File: src/sv/ffd_pkg.sv
// Shared types and constants for the fax frame deframer.
// No dependencies; every other file refers to this package by scoped names.

package ffd_pkg;

  // Register indexes (byte address = 4 * index)
  localparam logic [1:0] REG_SYNC    = 2'd0;
  localparam logic [1:0] REG_CONTROL = 2'd1;
  localparam logic [1:0] REG_ADDRESS = 2'd2;
  localparam logic [1:0] REG_CHECK   = 2'd3;

  // Parser phases
  localparam logic [2:0] PH_SYNC1 = 3'd0;
  localparam logic [2:0] PH_SYNC2 = 3'd1;
  localparam logic [2:0] PH_CTRL  = 3'd2;
  localparam logic [2:0] PH_ADDR  = 3'd3;
  localparam logic [2:0] PH_LEN   = 3'd4;
  localparam logic [2:0] PH_BODY  = 3'd5;
  localparam logic [2:0] PH_CHECK = 3'd6;

  // Result status codes
  localparam logic [1:0] ST_OK       = 2'd0;
  localparam logic [1:0] ST_HDR_BAD  = 2'd1;
  localparam logic [1:0] ST_CSUM_BAD = 2'd2;

  localparam logic [8:0] FULL_LEN = 9'd256;

  typedef struct packed {
    logic [7:0] sync_value;
    logic [7:0] control_value;
    logic [7:0] address_value;
    logic       check_enable;
  } cfg_t;

  typedef struct packed {
    logic [7:0] payload_byte;
    logic       is_command;
    logic       payload_valid;
    logic       frame_end;
    logic [1:0] status;
  } res_t;

endpackage

File: src/sv/fax_frame_deframer.sv
// Top level of the fax frame deframer: input byte register, parser, result buffer.
// Depends on ffd_pkg, ffd_regs, ffd_parse, ffd_outq.
//
//  channel   signals                                      direction
//  input     valid, ready, rx_byte                        in  (ready out)
//  output    out_valid, out_ready, payload_byte, is_command,
//            payload_valid, frame_end, status             out (out_ready in)
//  config    psel, penable, pwrite, paddr, pwdata, prdata, pready  APB slave
//
// One byte a cycle sustained, unless the input stage stalls. A byte is registered
// on accept, parsed in the next cycle, and its result (if any) is written into a
// two-entry buffer as the held byte is consumed. The input stage stalls
// only when the held byte makes a result and the buffer is full; bytes with no
// result never stall. Reset clears parser state, buffer and registers.

module fax_frame_deframer (
  input  logic        clk,
  input  logic        rst,
  input  logic        valid,
  output logic        ready,
  input  logic [7:0]  rx_byte,
  output logic        out_valid,
  input  logic        out_ready,
  output logic [7:0]  payload_byte,
  output logic        is_command,
  output logic        payload_valid,
  output logic        frame_end,
  output logic [1:0]  status,
  input  logic        psel,
  input  logic        penable,
  input  logic        pwrite,
  input  logic [3:0]  paddr,
  input  logic [31:0] pwdata,
  output logic [31:0] prdata,
  output logic        pready
);

  ffd_pkg::cfg_t cfg;
  ffd_pkg::res_t res;
  ffd_pkg::res_t out_res;
  logic       held_valid;
  logic [7:0] held_byte;
  logic       res_valid;
  logic       has_room;
  logic       advance;
  logic [1:0] level;

  ffd_regs u_regs (
    .clk     (clk),
    .rst     (rst),
    .psel    (psel),
    .penable (penable),
    .pwrite  (pwrite),
    .paddr   (paddr),
    .pwdata  (pwdata),
    .prdata  (prdata),
    .pready  (pready),
    .cfg     (cfg)
  );

  assign advance = held_valid && (!res_valid || has_room);
  assign ready   = !held_valid || advance;

  always_ff @(posedge clk) begin
    if (rst) begin
      held_valid <= 1'b0;
    end else if (ready) begin
      held_valid <= valid;
    end
  end

  always_ff @(posedge clk) begin
    if (ready && valid) held_byte <= rx_byte;
  end

  ffd_parse u_parse (
    .clk       (clk),
    .rst       (rst),
    .step      (advance),
    .rx_byte   (held_byte),
    .cfg       (cfg),
    .res_valid (res_valid),
    .res       (res)
  );

  ffd_outq u_outq (
    .clk       (clk),
    .rst       (rst),
    .push      (advance && res_valid),
    .push_res  (res),
    .has_room  (has_room),
    .out_valid (out_valid),
    .out_ready (out_ready),
    .out_res   (out_res),
    .level     (level)
  );

  assign payload_byte  = out_res.payload_byte;
  assign is_command    = out_res.is_command;
  assign payload_valid = out_res.payload_valid;
  assign frame_end     = out_res.frame_end;
  assign status        = out_res.status;

  a_level_bound: assert property (@(posedge clk) disable iff (rst)
    level != 2'd3)
    else $error("result buffer overfilled");

  a_err_ends: assert property (@(posedge clk) disable iff (rst)
    (out_valid && status != ffd_pkg::ST_OK) |-> (frame_end && !payload_valid))
    else $error("error result without frame end or with payload");

  a_cmd_payload: assert property (@(posedge clk) disable iff (rst)
    (out_valid && is_command) |-> payload_valid)
    else $error("command flag on a status-only result");

  a_held_stall: assert property (@(posedge clk) disable iff (rst)
    (held_valid && !advance) |=> (held_valid && $stable(held_byte)))
    else $error("held byte lost while stalled");

endmodule

File: src/sv/ffd_regs.sv
// APB configuration registers of the fax frame deframer.
// Depends on ffd_pkg (cfg_t, register indexes).

module ffd_regs (
  input  logic              clk,
  input  logic              rst,
  input  logic              psel,
  input  logic              penable,
  input  logic              pwrite,
  input  logic [3:0]        paddr,
  input  logic [31:0]       pwdata,
  output logic [31:0]       prdata,
  output logic              pready,
  output ffd_pkg::cfg_t     cfg
);

  logic       wr_en;
  logic [1:0] idx;

  assign wr_en  = psel && penable && pwrite;
  assign idx    = paddr[3:2];
  assign pready = 1'b1;

  always_ff @(posedge clk) begin
    if (rst) begin
      cfg <= '0;
    end else if (wr_en) begin
      unique case (idx)
        ffd_pkg::REG_SYNC:    cfg.sync_value    <= pwdata[7:0];
        ffd_pkg::REG_CONTROL: cfg.control_value <= pwdata[7:0];
        ffd_pkg::REG_ADDRESS: cfg.address_value <= pwdata[7:0];
        ffd_pkg::REG_CHECK:   cfg.check_enable  <= pwdata[0];
        default: ;
      endcase
    end
  end

  always_comb begin
    unique case (idx)
      ffd_pkg::REG_SYNC:    prdata = {24'd0, cfg.sync_value};
      ffd_pkg::REG_CONTROL: prdata = {24'd0, cfg.control_value};
      ffd_pkg::REG_ADDRESS: prdata = {24'd0, cfg.address_value};
      ffd_pkg::REG_CHECK:   prdata = {31'd0, cfg.check_enable};
      default:              prdata = '0;
    endcase
  end

endmodule

File: src/sv/ffd_parse.sv
// Frame parser: header check, length count, body pass-through, checksum.
// Depends on ffd_pkg. State advances only when the held byte is consumed.

module ffd_parse (
  input  logic            clk,
  input  logic            rst,
  input  logic            step,
  input  logic [7:0]      rx_byte,
  input  ffd_pkg::cfg_t   cfg,
  output logic            res_valid,
  output ffd_pkg::res_t   res
);

  logic [2:0] phase, phase_next;
  logic       header_bad, header_bad_next;
  logic [8:0] bytes_left, bytes_left_next;
  logic       first_pending, first_pending_next;
  logic [7:0] running_sum, running_sum_next;
  logic [8:0] left_dec;
  logic [7:0] expect_sum;

  assign left_dec   = (bytes_left != 9'd0) ? bytes_left - 9'd1 : bytes_left;
  assign expect_sum = 8'd0 - running_sum;

  always_comb begin
    phase_next         = phase;
    header_bad_next    = header_bad;
    bytes_left_next    = bytes_left;
    first_pending_next = first_pending;
    running_sum_next   = running_sum;
    res_valid          = 1'b0;
    res                = '0;
    unique case (phase)
      ffd_pkg::PH_SYNC2: begin
        if (rx_byte != cfg.sync_value) header_bad_next = 1'b1;
        phase_next = ffd_pkg::PH_CTRL;
      end
      ffd_pkg::PH_CTRL: begin
        if (rx_byte != cfg.control_value) header_bad_next = 1'b1;
        running_sum_next = rx_byte;
        phase_next       = ffd_pkg::PH_ADDR;
      end
      ffd_pkg::PH_ADDR: begin
        if (rx_byte != cfg.address_value) header_bad_next = 1'b1;
        running_sum_next = running_sum + rx_byte;
        phase_next       = ffd_pkg::PH_LEN;
      end
      ffd_pkg::PH_LEN: begin
        if (header_bad) begin
          header_bad_next = 1'b0;
          phase_next      = ffd_pkg::PH_SYNC1;
          res_valid       = 1'b1;
          res.frame_end   = 1'b1;
          res.status      = ffd_pkg::ST_HDR_BAD;
        end else begin
          running_sum_next   = running_sum + rx_byte;
          // length 0 means a full 256-byte body
          bytes_left_next    = (rx_byte == 8'd0) ? ffd_pkg::FULL_LEN : {1'b0, rx_byte};
          first_pending_next = 1'b1;
          phase_next         = ffd_pkg::PH_BODY;
        end
      end
      ffd_pkg::PH_BODY: begin
        first_pending_next = 1'b0;
        running_sum_next   = running_sum + rx_byte;
        bytes_left_next    = left_dec;
        res_valid          = 1'b1;
        res.payload_byte   = rx_byte;
        res.is_command     = first_pending;
        res.payload_valid  = 1'b1;
        res.status         = ffd_pkg::ST_OK;
        if (left_dec == 9'd0) begin
          if (cfg.check_enable) begin
            phase_next = ffd_pkg::PH_CHECK;
          end else begin
            phase_next    = ffd_pkg::PH_SYNC1;
            res.frame_end = 1'b1;
          end
        end
      end
      ffd_pkg::PH_CHECK: begin
        phase_next    = ffd_pkg::PH_SYNC1;
        res_valid     = 1'b1;
        res.frame_end = 1'b1;
        res.status    = (rx_byte == expect_sum) ? ffd_pkg::ST_OK : ffd_pkg::ST_CSUM_BAD;
      end
      default: begin
        // first sync byte (unused code 7 lands here too)
        header_bad_next = (rx_byte != cfg.sync_value);
        phase_next      = ffd_pkg::PH_SYNC2;
      end
    endcase
  end

  always_ff @(posedge clk) begin
    if (rst) begin
      phase         <= ffd_pkg::PH_SYNC1;
      header_bad    <= 1'b0;
      bytes_left    <= '0;
      first_pending <= 1'b0;
      running_sum   <= '0;
    end else if (step) begin
      phase         <= phase_next;
      header_bad    <= header_bad_next;
      bytes_left    <= bytes_left_next;
      first_pending <= first_pending_next;
      running_sum   <= running_sum_next;
    end
  end

endmodule

File: src/sv/ffd_outq.sv
// Two-entry result buffer between the parser and the output channel.
// Depends on ffd_pkg (res_t). Space is judged from the count alone.

module ffd_outq (
  input  logic            clk,
  input  logic            rst,
  input  logic            push,
  input  ffd_pkg::res_t   push_res,
  output logic            has_room,
  output logic            out_valid,
  input  logic            out_ready,
  output ffd_pkg::res_t   out_res,
  output logic [1:0]      level
);

  ffd_pkg::res_t mem [2];
  logic       wr_ptr;
  logic       rd_ptr;
  logic [1:0] count;
  logic       pop;

  assign out_valid = (count != 2'd0);
  assign has_room  = (count != 2'd2);
  assign pop       = out_valid && out_ready;
  assign out_res   = mem[rd_ptr];
  assign level     = count;

  always_ff @(posedge clk) begin
    if (push) mem[wr_ptr] <= push_res;
  end

  always_ff @(posedge clk) begin
    if (rst) begin
      wr_ptr <= 1'b0;
      rd_ptr <= 1'b0;
      count  <= 2'd0;
    end else begin
      if (push) wr_ptr <= ~wr_ptr;
      if (pop)  rd_ptr <= ~rd_ptr;
      if (push && !pop) begin
        count <= count + 2'd1;
      end else if (pop && !push) begin
        count <= count - 2'd1;
      end
    end
  end

endmodule

File: config.mk
export PLATFORM = sky130hd
export DESIGN_NAME = fax_frame_deframer
export DESIGN_NICKNAME = d
export VERILOG_FILES = /design/src/sv/ffd_pkg.sv /design/src/sv/fax_frame_deframer.sv /design/src/sv/ffd_regs.sv /design/src/sv/ffd_parse.sv /design/src/sv/ffd_outq.sv
export SDC_FILE = /design/constraint.sdc
export NUM_CORES = 1
export LEC_CHECK = 0
export BUFFER_PORTS_ARGS = -buffer_cell sky130_fd_sc_hd__buf_2
export CORE_MARGIN = 3
export CORE_UTILIZATION = 56
export DETAILED_ROUTE_END_ITERATION = 8
export GPL_TIMING_DRIVEN = 0
export PLACE_DENSITY = 0.82
export REMOVE_ABC_BUFFERS = 1
export SETUP_SLACK_MARGIN = 0.15
export SLEW_MARGIN = 20
export SYNTH_ARGS = -nofsm -noshare
export SYNTH_HDL_FRONTEND = slang
export SYNTH_SLANG_ARGS = --single-unit
File: constraint.sdc
create_clock -name clk -period 2.99 [get_ports clk]
set_clock_uncertainty 0.15 [all_clocks]
set_input_delay 0.1495 -clock clk [delete_from_list [all_inputs] [get_ports clk]]
set_output_delay 0.1495 -clock clk [all_outputs]
set_load 0.02 [all_outputs]
# == Word-level counts from Yosys, hierarchy flattened ==
# Memory sizes are Yosys's and may differ from the RTL's. A register that Yosys moved wholly into a read port is not among the register bits.
# Index checks and enable logic that the tools add are counted.
# op_classes
add_sub_neg,5
eq_ne,19
muxes,31
bitwise,3
n_reduce_logical,32
# op_table
cell,count
case mux 32 bit (4 select lines),1
2-to-1 mux 9 bit,3
!= test 8 bit,3
case mux 8 bit (3 select lines),1
case mux 3 bit (6 select lines),1
case mux 9 bit (2 select lines),1
2-to-1 mux 3 bit,4
2-to-1 mux 1 bit,11
2-to-1 mux 10 bit,1
AND reduction 2 bit,5
equality test 3 bit (second input constant),3
logical NOT 9 bit,1
case mux 3 bit (3 select lines),1
nonzero test 9 bit,1
subtractor 9 x 1 -> 9 bit (second input constant),1
adder 8 bit,1
equality test 8 bit,1
logical AND 1 bit,8
logical NOT 8 bit,1
2-to-1 mux 8 bit,1
!= test 2 x 1 -> 1 bit (second input constant),4
subtractor 1 x 8 -> 8 bit (first input constant),1
equality test 3 x 2 -> 1 bit (second input constant),2
2-to-1 mux 2 bit,3
17 further kinds,30
# word_totals
register_bits,60
ram_bits,26
wordCells,105
memories,1
# mem_list
name,words,width,rd,rd_clocked_by_memory_dff,write_ports,line,source
u_outq.mem,2,13,1,1,1,ffd_outq.sv:16,ffd_pkg::res_t mem [2];

# == Longest topological paths before layout ==
# Gate-level depths: netlist of run 1.
# depth
ltp_word,11
ltp_mapped,9

# == Modules after synthesis ==
# From an unflattened synthesis of run 1, not the netlist that was laid out.
# unflattened
cells_unflattened,550
area_unflattened_um2,5341.4
# by_module_without_submodules
mod,n_inst,cells_per_inst,area_per_inst_um2,seq_area_each_um2
ffd_parse,1,322,2453.6,440.4
ffd_regs,1,150,1426.4,500.5
ffd_outq,1,62,1141.1,880.8
fax_frame_deframer,1,16,320.3,260.2

# == Worst setup path after synthesis of run 1 ==
# OpenSTA, ideal clock, no wires.
# synth_timing
kind,reg-to-reg
start,reg u_parse.header_bad
end,mem u_outq.mem[0][0] (netlist bit) (enable)
setup_time_ps,382
t_arrival_ps,1741
required_time_ps,2458
path_slack_ps,717
path_stages_with_launch,5
path_buffers,0
cell_sequence,dfxtp_1 > nor3_4 > o31ai_4 > or3_1 > nor2_1
# synth_between
elab_chain_cells,8
# synth_lines
item,line,source
"start, declared",ffd_parse.sv:15,"logic header_bad, header_bad_next;"
"start signal, assigned",ffd_parse.sv:104,header_bad <= header_bad_next;
2-to-1 mux 1 bit *,ffd_parse.sv:49,if (header_bad) begin
case mux 1 bit (2 select lines) *,ffd_parse.sv:33,unique case (phase)
logical NOT 1 bit,fax_frame_deframer.sv:61,assign advance = held_valid && (!res_valid || has_room);
logical OR 1 bit,fax_frame_deframer.sv:61,
logical AND 1 bit,fax_frame_deframer.sv:61,
logical AND 1 bit *,fax_frame_deframer.sv:89,".push (advance && res_valid),"
2-to-1 mux 1 bit *,ffd_outq.sv:29,if (push) mem[wr_ptr] <= push_res;
2-to-1 mux 1 bit (implied by the code) *,ffd_outq.sv:29,
"end, declared",ffd_outq.sv:16,
# Mark *: on every way between the ends. The rest lies on a longest branch, timed or not.

# == Worst setup path in the final report of run 1 ==
# layout_timing
start,reg held_byte[4]
end,reg u_parse.running_sum[7]
# layout_between
elab_chain_cells,3
# layout_lines
item,line,source
"start, declared",fax_frame_deframer.sv:42,logic [7:0] held_byte;
"start signal, assigned",fax_frame_deframer.sv:73,if (ready && valid) held_byte <= rx_byte;
adder 8 bit *,"ffd_parse.sv:45, ffd_parse.sv:56, ffd_parse.sv:65",
2-to-1 mux 8 bit,ffd_parse.sv:49,
case mux 8 bit (3 select lines) *,ffd_parse.sv:33,
"end signal, assigned",ffd_parse.sv:107,running_sum <= running_sum_next;
"end, declared",ffd_parse.sv:18,"logic [7:0] running_sum, running_sum_next;"
# Mark *: on every way between the ends. The rest lies on a longest branch, timed or not. The select of a mux whose other input is x is not followed.
# A chain may end at the register's enable or synchronous reset.

==> qor.csv, run 1 <==
metric;value;unit
Crit path max-delay family;compound AO/OA/AOI/OAI gates;
Yosys top cell by area;dfxtp_1;
GRT Max-Usage Layer;met2;
GRT met3 Usage;4.983;%
Setup TNS Final;0;ps
Fmax;366.1;MHz
H-tree depth;3;
register area share after synthesis;40.39;%
# IOs;99;
Final period util;91.35;%
Port Buf Inserts;47;
met2 Use GR;36.92;%
CP Launch Type;register;
Max stage delay on crit path;650;ps
crit path cell chain;ha_1, nand3_1, o2111ai_1, a21o_1, a21o_1, or4b_1, a41oi_2;
Row Count;34;
critical path endpoint category;register;
max_cap viols;0;
Chip Width;101.9;um
Final Hold Viols;0;
Distinct cells, synth;70;
critical path type;reg -> reg;
Leak Pwr;2.303;nW
layout cells sized above 1;17.89;%
outcome;finished, final reports clean;
Crit path arrival time;2860;ps
synthesized area;5155;sq um
vias in the first global route;3819;
die area;10390;sq um
cts bufs inserted;9;
Core Region;8848;sq um
Clock Pin Slew Worst Setup and Hold Paths;90;ps
final worst slack;258.6;ps
Die Y;101.9;um
GRT Util Overall;22.24;%
crit path max fanout;9;
worst min-delay path category;in -> reg;
pre-CTS WS;-81.64;ps
CTS tree;yes;
post-route minimum period;2731;ps
hpwl dp;7664;um
RSZ-0062 raised after global routing;no;
Area Growth Syn to Fin;10.83;%
vias;4030;
mean number of vias per cell;5.799;
Max VDD drop;0.3725;mV
Avg Cell Area, Syn;9.600;sq um
Longest Clk Path Bufs;2;
fill count;703;
WP buf/inv;0;
drt drc;0;
WL final;11450;um
initial antenna violation count;0;
Final ANT Viol Nets;0;
first-pass GRT wire length;18400;um
Crit path top cell by count;a21o_1;
Worst-Margin Slew;1052;ps
top cell type's share of synthesized area;20.58;%
Worst EP required;3120;ps
Yosys reg bits;87;
EDFF count, synth;34;
Synth area leaders;dfxtp_1 21%, edfxtp_1 20%, mux2i_1 7.0%, nor2_1 4.7%, buf_4 3.8%;
Slew Limit Fails;0;
gpl congestion;0.8686;
DRT iter0 DRCs;211;
GRT overflow;0;
synth warn;0;
power per cell area;482.1;nW/um^2
first-pass iteration count of the detailed router;5;
Max-slew headroom;29.85;%
largest net degree at the start of global routing;55;
Nets;645;
Sink Count;87;
diode count;0;
latest clock arrival within the worst-skew pair;360;ps
met1 global-route usage;28.09;%
clock root cell;clkbuf_8;
Initial Util;58.26;%
Post-synth ARST share;0;%
Main synth FF type;dfxtp_1;
Critical-path top delay cell;edfxtp_1;
Gate Count Post-Synth;537;
routed len/inst;16.47;um
final setup vio count;0;
[power breakdown]
| group | leakage, nW | switching, mW | internal, mW |
|---|---|---|---|
| clock network | 0.108 | 0.458 | 0.481 |
| registers | 0.791 | 0.0896 | 1.26 |
| logic | 1.40 | 0.254 | 0.207 |
[cell families after synthesis]
family          count (synthesis)  synth area share, %
simple gates                  178                18.96
compound gates                 93                12.14
flops                          87                40.39
buf+inv                        73                7.913
mux                            50                10.27
xor+xnor                       42                7.136
fa+ha+maj                      12                3.058
other cells                     2               0.1457
[worst min-delay path: cells and delay by family]
family | cells | cell delay [ps]
and+or+nand+nor | 3 | 210
buffers and inverters | 1 | 190
muxes | 1 | 110
[cell usage in the layout, fill, tap and decap left out, types with 20 or more instances in the layout]
cell	n
dfxtp_1	52
a21oi_1	23
xnor2_1	20
nand2_1	34
conb_1	25
nor2_1	62
o21ai_0	23
mux2i_1	36
edfxtp_1	34
buf_2	47
xor2_1	22
[worst paths after layout]
check / startpoint / cells after the start / slack [ps] / to
worst max-delay path: held_byte[4]$_DFFE_PP_ / 7 / 260 / u_parse.running_sum[7]$_SDFFE_PP0P_
worst min-delay path: paddr[3] / 5 / 180 / u_regs.cfg[0]$_SDFFE_PP0P_
worst max register to register: held_byte[4]$_DFFE_PP_ / 7 / 260 / u_parse.running_sum[7]$_SDFFE_PP0P_
worst min register to register: u_outq.level[1]$_SDFFE_PP0P_ / 2 / 350 / u_outq.level[1]$_SDFFE_PP0P_
[cell usage after synthesis, types with 4 or more instances]
| cell type | number |
|---|---|
| dfxtp_1 | 53 |
| inv_1 | 16 |
| a21oi_1 | 23 |
| and3_1 | 10 |
| o211ai_1 | 7 |
| xor2_1 | 22 |
| nand3_1 | 8 |
| buf_4 | 26 |
| mux2i_1 | 36 |
| nand2_1 | 34 |
| edfxtp_1 | 34 |
| mux2_2 | 13 |
| buf_2 | 14 |
| clkbuf_1 | 11 |
| nor3_1 | 8 |
| nor4_1 | 9 |
| buf_1 | 4 |
| nor2b_1 | 5 |
| nor2_1 | 64 |
| a31oi_1 | 5 |
| nand2b_1 | 6 |
| ha_1 | 11 |
| o21ai_0 | 23 |
| a211oi_1 | 11 |
| xnor2_1 | 20 |
[metrics by stage]
step	power (mW)	hold WS, ps	std cells	instance area (sq um)	util (%)
final	2.754	179.2	695	5713	64.56
after floorplan	1.680	62.83	503	4893	-
after detailed placement	1.810	180.2	660	5289	59.77
after global placement	1.791	175.8	658	5264	59.49
after global routing	2.857	208.4	695	5713	64.56
after CTS	2.749	170.5	694	5702	64.44
[registers in the layout (all words and copies together), names as in the netlist, named ones only]
signal	cells
held_byte	8
held_valid	1
u_outq.level	2
u_outq.mem	26
u_outq.rd_ptr	1
u_outq.wr_ptr	1
u_parse.bytes_left	9
u_parse.first_pending	1
u_parse.header_bad	1
u_parse.phase	3
u_parse.running_sum	8
u_regs.cfg	25
[layout make-up]
type | instances | area [sq um] | area share, %
multi-input cells | 400 | 2769 | 48.47
clock inverters | 7 | 103.9 | 1.818
repair buffers | 68 | 437.9 | 7.665
inverters | 16 | 60.06 | 1.051
well taps | 108 | 135.1 | 2.365
clock buffers | 9 | 123.9 | 2.168
flip-flops and latches | 87 | 2083 | 36.47
[metal layers]
layer / part of all wire (%) / wire (um)
met1: 42 / 4780
met2: 49 / 5587
met3: 7.1 / 807
met4: 2.4 / 271
met5: 0 / 0
[timing repair]
action / in CTS / in global routing
buffers inserted: 0 / 1
hold buffers: 18 / 0
endpoints found under the hold margin: 35 / 0
resized for setup: 2 / 2
endpoints found under the setup margin: 26 / 34
cloned: 0 / 0
No activity file was read; power rests on OpenSTA's default activity.
==> run 2: changes to the inputs <==
Settings changed: CORE_MARGIN 3 to 1.
==> qor.csv, run 2 (synthesized netlist as in run 1, its figures left out) <==
metric;value;unit
Clock Pin Slew Worst Setup and Hold Paths;100;ps
WL final;11260;um
DRT iter0 DRCs;217;
Worst EP required;3130;ps
crit path max fanout;9;
vias;4052;
first-pass iteration count of the detailed router;6;
pre-CTS WS;-71.71;ps
Biggest register;u_outq.mem;
Crit path top cell by count;a21o_1;
Largest register FFs;26;
r2r setup slk;280;ps
Worst-Margin Slew;1070;ps
critical path type;reg -> reg;
Post-Layout Cell Count;705;
Nets;655;
Setup TNS Final;0;ps
clock root cell;clkbuf_8;
post-route minimum period;2707;ps
Slew Limit Fails;0;
initial antenna violation count;0;
# IOs;99;
die area;9593;sq um
Final ANT Viol Nets;0;
max_cap viols;0;
post-layout util;65.27;%
final worst slack;283.2;ps
Longest Clk Path Bufs;2;
most frequent cells in the layout;62 x nor2_1, 51 x dfxtp_1, 47 x buf_2;
Initial Util;58.54;%
Port Buf Inserts;47;
crit path cell chain;ha_1, nand3_1, o2111ai_1, a21o_1, a21o_1, or4b_1, a41oi_2;
Max VDD drop;0.3848;mV
met2 Use GR;41.17;%
commonest non-fill, non-tap cell in the layout;nor2_1;
H-tree depth;3;
CP Launch Type;register;
gpl congestion;0.8932;
CP startpoint;held_byte[4]$_DFFE_PP_;
Hold Path Cell Cnt;4;
Tot Pwr;2.623;mW
Area Growth Syn to Fin;11.50;%
r2r worst-path depth;7;
Placed Area;5289;sq um
Core Region;8806;sq um
GRT met3 Usage;5.225;%
drt drc;2;
Fmax;369.4;MHz
GRT Util Overall;24.32;%
Die Y;97.95;um
Final Hold Viols;0;
Hold WS;2.018;ps
GRT Max-Usage Layer;met2;
latest clock arrival within the worst-skew pair;370;ps
vias in the first global route;3877;
first-pass GRT wire length;18420;um
routed len/inst;15.97;um
Critical-path top delay cell;edfxtp_1;
finished layout cell area;5748;sq um
Hold Path Origin;out_ready;
Max stage delay on crit path;640;ps
Row Count;34;
hold worst-path end;u_outq.rd_ptr$_SDFFE_PP0P_;
reg2reg start;held_byte[4]$_DFFE_PP_;
placed insts;660;
power per cell area;456.4;nW/um^2
failing checks;design-rule violations;
CTS tree;yes;
hpwl dp;7507;um
RSZ-0062 raised after global routing;no;
outcome;finished with violations;
cts bufs inserted;9;
Sink Count;87;
fill count;683;
layout cells sized above 1;19.43;%
met1 global-route usage;29.83;%
mean number of vias per cell;5.748;
diode count;0;
Reg2Reg Capture Point;u_parse.running_sum[7]$_SDFFE_PP0P_;
Final period util;90.53;%
Top Registers;u_outq.mem (26), u_regs.cfg (25), u_parse.bytes_left (9);
Chip Width;97.95;um
final setup vio count;0;
largest net degree at the start of global routing;55;
Crit path arrival time;2850;ps
critical path endpoint category;register;
Max-slew headroom;28.68;%
Leak Pwr;2.336;nW
GRT overflow;0;
worst min-delay path category;in -> reg;
run 2: cell count changes in the layout (fill, tap and decap cells not counted), sizes merged:
cell and change:
buf +11, bufinv -2, clkinv +1, clkinvlp +1
dlygate4sd3 -1
run 2: report_power, final:
part	total [mW]	switching [mW]	internal, mW
sequential	1.35	0.0809	1.26
combinational	0.482	0.264	0.218
clock	0.795	0.477	0.318
total	2.62	0.822	1.80
run 2: area by class of cell:
type	count	area [sq um]	area share, %
Multi-Input combinational cell	400	2766	48.13
Timing Repair Buffer	78	510.5	8.881
Tap cell	108	135.1	2.351
Clock buffer	9	123.9	2.155
Inverter	16	60.06	1.045
Sequential cell	87	2085	36.26
Clock inverter	7	67.56	1.175
run 2: how the worst max path moves through the flow:
stage / end / slack, ps / depth (start not counted)
floorplan: u_outq.mem[0][0]$_DFFE_PP_ / 450 / 4
finish: u_parse.running_sum[7]$_SDFFE_PP0P_ / 280 / 7
detailed placement: u_outq.mem[0][6]$_DFFE_PP_ / -70 / 4
CTS: u_outq.level[1]$_SDFFE_PP0P_ / 170 / 7
global route: u_outq.mem[1][2]$_DFFE_PP_ / 170 / 8
global placement: u_outq.mem[1][6]$_DFFE_PP_ / 9 / 4
run 2: critical path: cells and delay by family, from the launching register on:
family	cells	cell delay [ps]
flops	1	640
compound gates	4	790
simple gates	2	590
fa+ha+maj	1	450
run 2: metal layers:
metal | routed length [um] | up-vias
met5 | 0 | -
met4 | 197 | 0
met3 | 603 | 18
met2 | 5645 | 115
met1 | 4815 | 1952
li1 | - | 1967
run 2: what timing repair did:
action	CTS	global route
setup endpoints to repair	26	37
buffers inserted	0	12
hold endpoints to repair	34	0
resized for setup	2	2
pin swaps	0	1
hold buffers	17	0
